==> src/tste_pkg.sv <==
// ----------------------------------------------------------------------------
// tste_pkg
// Shared types and constants for the tour successor table engine.
// ----------------------------------------------------------------------------
`default_nettype none

package tste_pkg;

  // Field widths
  localparam int unsigned OP_W   = 3;
  localparam int unsigned NODE_W = 10;
  localparam int unsigned VAL_W  = 11;
  localparam int unsigned CNT_W  = 11;
  localparam int unsigned ST_W   = 2;

  // Default table depth
  localparam int unsigned MaxNodesDefault = 1024;

  // Configuration port
  localparam int unsigned ADDR_W        = 3;
  localparam int unsigned DATA_W        = 32;
  localparam logic [0:0]  RegNodeCount  = 1'b0;
  localparam logic [CNT_W-1:0] NodeCountReset = 11'd1024;

  // Stored value meaning "no successor"
  localparam logic [VAL_W-1:0] NoneValue = '1;

  typedef enum logic [OP_W-1:0] {
    OP_WRITE   = 3'd0,
    OP_READ    = 3'd1,
    OP_REACH   = 3'd2,
    OP_REVERSE = 3'd3,
    OP_TOUR    = 3'd4
  } op_e;

  typedef enum logic [ST_W-1:0] {
    ST_OK       = 2'd0,
    ST_UNREACH  = 2'd1,
    ST_LIMIT    = 2'd2,
    ST_NONE_MET = 2'd3
  } status_e;

  // Configuration seen by the engine
  typedef struct packed {
    logic [CNT_W-1:0] node_count;
  } cfg_t;

endpackage

`default_nettype wire

==> src/tste_apb_regs.sv <==
// ----------------------------------------------------------------------------
// tste_apb_regs
// APB-style register file holding the node count.
// ----------------------------------------------------------------------------
`default_nettype none

module tste_apb_regs (
  input  logic                         clk_i,
  input  logic                         rst_ni,
  input  logic                         psel,
  input  logic                         penable,
  input  logic                         pwrite,
  input  logic [tste_pkg::ADDR_W-1:0]  paddr,
  input  logic [tste_pkg::DATA_W-1:0]  pwdata,
  output logic [tste_pkg::DATA_W-1:0]  prdata,
  output logic                         pready,
  output tste_pkg::cfg_t               cfg_o
);
  import tste_pkg::*;

  logic [CNT_W-1:0] node_count_q;
  logic [CNT_W-1:0] node_count_d;
  logic             sel_count;

  // Register index is the word address
  assign sel_count = (paddr[ADDR_W-1] == RegNodeCount);
  assign pready    = 1'b1;

  // Write decode
  always_comb begin
    node_count_d = node_count_q;
    if (psel && penable && pwrite && sel_count) begin
      node_count_d = pwdata[CNT_W-1:0];
    end
  end

  always_ff @(posedge clk_i or negedge rst_ni) begin
    if (!rst_ni) begin
      node_count_q <= NodeCountReset;
    end else begin
      node_count_q <= node_count_d;
    end
  end

  // Read mux
  assign prdata = sel_count ? {{(DATA_W-CNT_W){1'b0}}, node_count_q} : '0;

  assign cfg_o.node_count = node_count_q;

endmodule

`default_nettype wire

==> config.mk <==
export PLATFORM = sky130hd
export DESIGN_NAME = tste_apb_regs
export DESIGN_NICKNAME = d
export VERILOG_FILES = /design/src/tste_pkg.sv /design/src/tste_apb_regs.sv
export SDC_FILE = /design/constraint.sdc
export NUM_CORES = 1
export LEC_CHECK = 0
export BUFFER_PORTS_ARGS = -buffer_cell sky130_fd_sc_hd__buf_2
export CAP_MARGIN = 10
export CORE_AREA = 2 2 50 52
export DETAILED_ROUTE_END_ITERATION = 8
export DIE_AREA = 0 0 52 54
export GPL_TIMING_DRIVEN = 0
export PLACE_DENSITY = 0.78
export SLEW_MARGIN = 0
export SYNTH_ARGS = -nofsm -noshare
export SYNTH_HDL_FRONTEND = slang
export SYNTH_SLANG_ARGS = --single-unit
export TNS_END_PERCENT = 50
==> constraint.sdc <==
create_clock -name clk_i -period 0.9 [get_ports clk_i]
set_input_delay 0.09 -clock clk_i [delete_from_list [all_inputs] [get_ports clk_i]]
set_output_delay 0.09 -clock clk_i [all_outputs]
set_load 0.1 [all_outputs]
==> run_results.csv <==
group,metric,value,unit
pwr,p_leak,0.812,nW
detailed_routing,drt-vias-per-instance,3.84,
layout,antenna_cells_inserted,0,
placed_design,post_place_setup_slack,-0.666,ns
synthesis,fraction_of_registers_with_async_set_reset,100,%
pwr,comb_power_share,72.4,%
layout,largest_register_ffs,11,
critical_path,crit_path_end_kind,"output pin",
critical_path,critical_path_required,0.81,ns
sta,setup_viol,28,
synthesis,post-synth-top-count-cell,"sky130_fd_sc_hd__buf_4",
detailed_routing,drt-wirelength-per-cell,13.8,microns
die,core_region_area,0.00232,sq mm
synthesis,post_synth_mux_area_share,22.4,%
global_routing,wire_length_of_the_first_global_routing_pass,2.77,mm
global_routing,grtUsageTotal,14.0,%
placed_design,gp_congestion,0.647,
detailed_routing,ant_nets,0,
global_routing,grt_max_degree,12,
clock_tree,clock_latency,0.28,ns
hold_path,hold_path_class,"in2reg",
pwr,power.share.sequential,19.1,%
layout,post_route_cells_drive_above_1_share,81.7,%
synthesis,synth_largest_area_cell,"sky130_fd_sc_hd__dfrtp_1",
synthesis,yosysWarningCount,0,
clock_tree,cts_buffers,3,
clock_tree,worst_setup_hold_path_clk_slew,0.08,ns
synthesis,post_synth_fa_ha_maj_area_fraction,0,%
detailed_routing,first_iter_violations,2,
detailed_routing,totalWireLength,2.23,mm
detailed_routing,dr.pass1.iters,4,
critical_path,endpoint,"prdata[10]",
synthesis,yosys.area.top_type_share,34.8,%
sta,hold_ws,0.0358,ns
die,die_height,54,microns
clock_tree,cts_tree,"yes",
synthesis,yosys.cell_types.count,11,
synthesis,post_synth_instance_area,719,sq um
die,total_die_area,0.00281,sq mm
clock_tree,cts-root-buf,"sky130_fd_sc_hd__clkbuf_4",
sta,finalMaxSlewViolations,0,
synthesis,synth_ff_type,"sky130_fd_sc_hd__dfrtp_1",
synthesis,synth_top_family_by_area,"buffers and inverters",
sta,grt_setup_unrepaired,"true",
critical_path,worstReg2RegEnd,"cfg_o[10]",
pwr,pwr-share-clk,8.5,%
job,cap_violations,0,
clock_tree,clock_tree.htree_level_count,1,
critical_path,worst-path-max-fanout,2,
placed_design,hpwl,1.25,mm
global_routing,grt.overflow.total,0,
synthesis,yosysSeqAreaShare,38.4,%
sta,timing.final.hold_violations,0,
global_routing,number_of_global_route_vias_before_repair,544,
detailed_routing,via_count_of_the_routed_design,618,
sta,fmax,740,MHz
sta,timing.max_slew.rel_slack,61.8,%
outcome,failed_checks,"setup timing",
synthesis,synth_edf_count,0,
synthesis,avgSynthCellArea,12.0,sq um
pwr,power.density,2750,mW/mm^2
outcome,outcome,"finished, violations left",
critical_path,worstSetupPathType,"reg2out",
critical_path,timing.rr.start,"cfg_o[10]",
layout,num-fill-cells,155,
critical_path,cp.arrival,1.26,ns
sta,totalNegativeSetupSlack,-6.11,ns
synthesis,synth_top_cells_by_area,"sky130_fd_sc_hd__dfrtp_1, sky130_fd_sc_hd__buf_4, sky130_fd_sc_hd__mux2_4",
die,row_count,18,
synthesis,xor_and_xnor_fraction_of_the_mapped_netlist_area,0,%
synthesis,synth.ff_latch_count,11,
detailed_routing,drc_errors,0,
critical_path,worst_r2r_path_depth,3,
clock_tree,max-clock-path-buffers,2,
sta,fin_worst_skew,0,ns
pwr,switching_power,2.33,mW
synthesis,yosys-top-cells-count,"sky130_fd_sc_hd__buf_4, sky130_fd_sc_hd__dfrtp_1, sky130_fd_sc_hd__mux2_4, sky130_fd_sc_hd__nor2b_1, sky130_fd_sc_hd__conb_1",
synthesis,synth_compound_area_share,0,%
global_routing,antenna_found_initial,0,
die,start_util,31.0,%
pwr,max-vdd-ir-drop,1.84,mV
pwr,power.switching_fraction,55.3,%
sta,finalCriticalPeriod,1.35,ns
die,die_width,52,microns
critical_path,crit_path_start,"cfg_o[10]",
sta,layout_setup_ws,-0.452,ns
synthesis,synthSimpleGateAreaFrac,13.0,%
synthesis,post_synth_inst_count,60,
die,io_pins,84,
critical_path,cp-start-kind,"register",
sta,worst_slew_pin_slew,0.574,ns
layout,area_growth_syn_to_layout,113,%
critical_path,worst-r2r-setup-slack,-0.13,ns
layout,final_net_count,172,
pwr,internal_power,1.88,mW
clock_tree,clock_sink_count,11,
placed_design,place.port_buffers,38,
sta,fin_crit_sh,150,%
==> layout by cell type (no fill, tap or decap) <==
master	n
sky130_fd_sc_hd__buf_12	15
sky130_fd_sc_hd__clkbuf_1	1
sky130_fd_sc_hd__clkbuf_2	1
sky130_fd_sc_hd__dfstp_4	1
sky130_fd_sc_hd__nand4b_4	1
sky130_fd_sc_hd__buf_4	25
sky130_fd_sc_hd__nor2b_4	10
sky130_fd_sc_hd__dlygate4sd3_1	1
sky130_fd_sc_hd__and2b_4	1
sky130_fd_sc_hd__conb_1	22
sky130_fd_sc_hd__clkbuf_4	3
sky130_fd_sc_hd__dfrtp_4	10
sky130_fd_sc_hd__buf_6	13
sky130_fd_sc_hd__mux2_4	11
sky130_fd_sc_hd__buf_2	16
==> how the worst min path moves through the flow <==
stage               from        to  cells past startpoint
6_report       pwdata[6]  cfg_o[6]                      2
5_1_grt        pwdata[6]  cfg_o[6]                      2
4_1_cts        pwdata[6]  cfg_o[6]                      2
3_5_place_dp      rst_ni  cfg_o[8]                      1
3_3_place_gp      rst_ni  cfg_o[7]                      1
2_1_floorplan     rst_ni  cfg_o[0]                      0
==> worst max-delay path: stages (launching register included) <==
cell and delay, ns:
sky130_fd_sc_hd__dfstp_4 0.63, sky130_fd_sc_hd__nor2b_4 0.16, sky130_fd_sc_hd__buf_12 0.18
==> power by group through the flow <==
| stage | sequential [mW] | combinational (mW) | clock [mW] |
|---|---|---|---|
| 2_1_floorplan | 1.59 | 1.29 | 0 |
| 3_3_place_gp | 0.764 | 2.35 | 0 |
| 3_5_place_dp | 0.779 | 2.36 | 0 |
| 4_1_cts | 0.793 | 2.82 | 0.336 |
| 5_1_grt | 0.816 | 3.12 | 0.383 |
| 6_report | 0.802 | 3.05 | 0.358 |
==> layer usage <==
| layer | vias up | part of all wire (%) | global-route usage (%) |
|---|---|---|---|
| met2 | 40 | 51 | 24.7 |
| li1 | 286 | - | - |
| met4 | 0 | 0.94 | 5.26 |
| met1 | 290 | 39 | 16.3 |
| met3 | 2 | 9.2 | 3.61 |
| met5 | - | 0 | 0 |
==> per-stage QoR <==
step,util (%),instance area [sq um],power [mW],std cells
after CTS,62.2,1440,3.95,156
after detailed placement,49.2,1140,3.13,148
after floorplan,-,913,2.89,80
after global placement,49.2,1140,3.11,148
final,66.0,1530,4.21,161
after global routing,66.0,1530,4.32,161
==> cell families after synthesis <==
group / after synthesis
flip-flops: 11
buffers and inverters: 24
AND/OR/NAND/NOR: 12
multiplexers: 11
other: 2
==> what timing repair did <==
| action | CTS | global route |
|---|---|---|
| setup buffers | 3 | 5 |
| gates resized for setup | 69 | 12 |
| hold buffers | 1 | 0 |
| pin swaps | 0 | 0 |
| endpoints found under the hold margin | 11 | 0 |
| endpoints found under the setup margin | 22 | 24 |
==> cell type report <==
type | instances | area (sq um) | area share [%]
timing repair buffer | 47 | 548 | 35.8
tap | 30 | 37.5 | 2.45
sequential | 11 | 318 | 20.8
clock buffer | 4 | 26.3 | 1.72
buffer | 24 | 181 | 11.9
multi-input combinational | 45 | 419 | 27.4
Note: power is estimated with default switching activity, not from simulation.
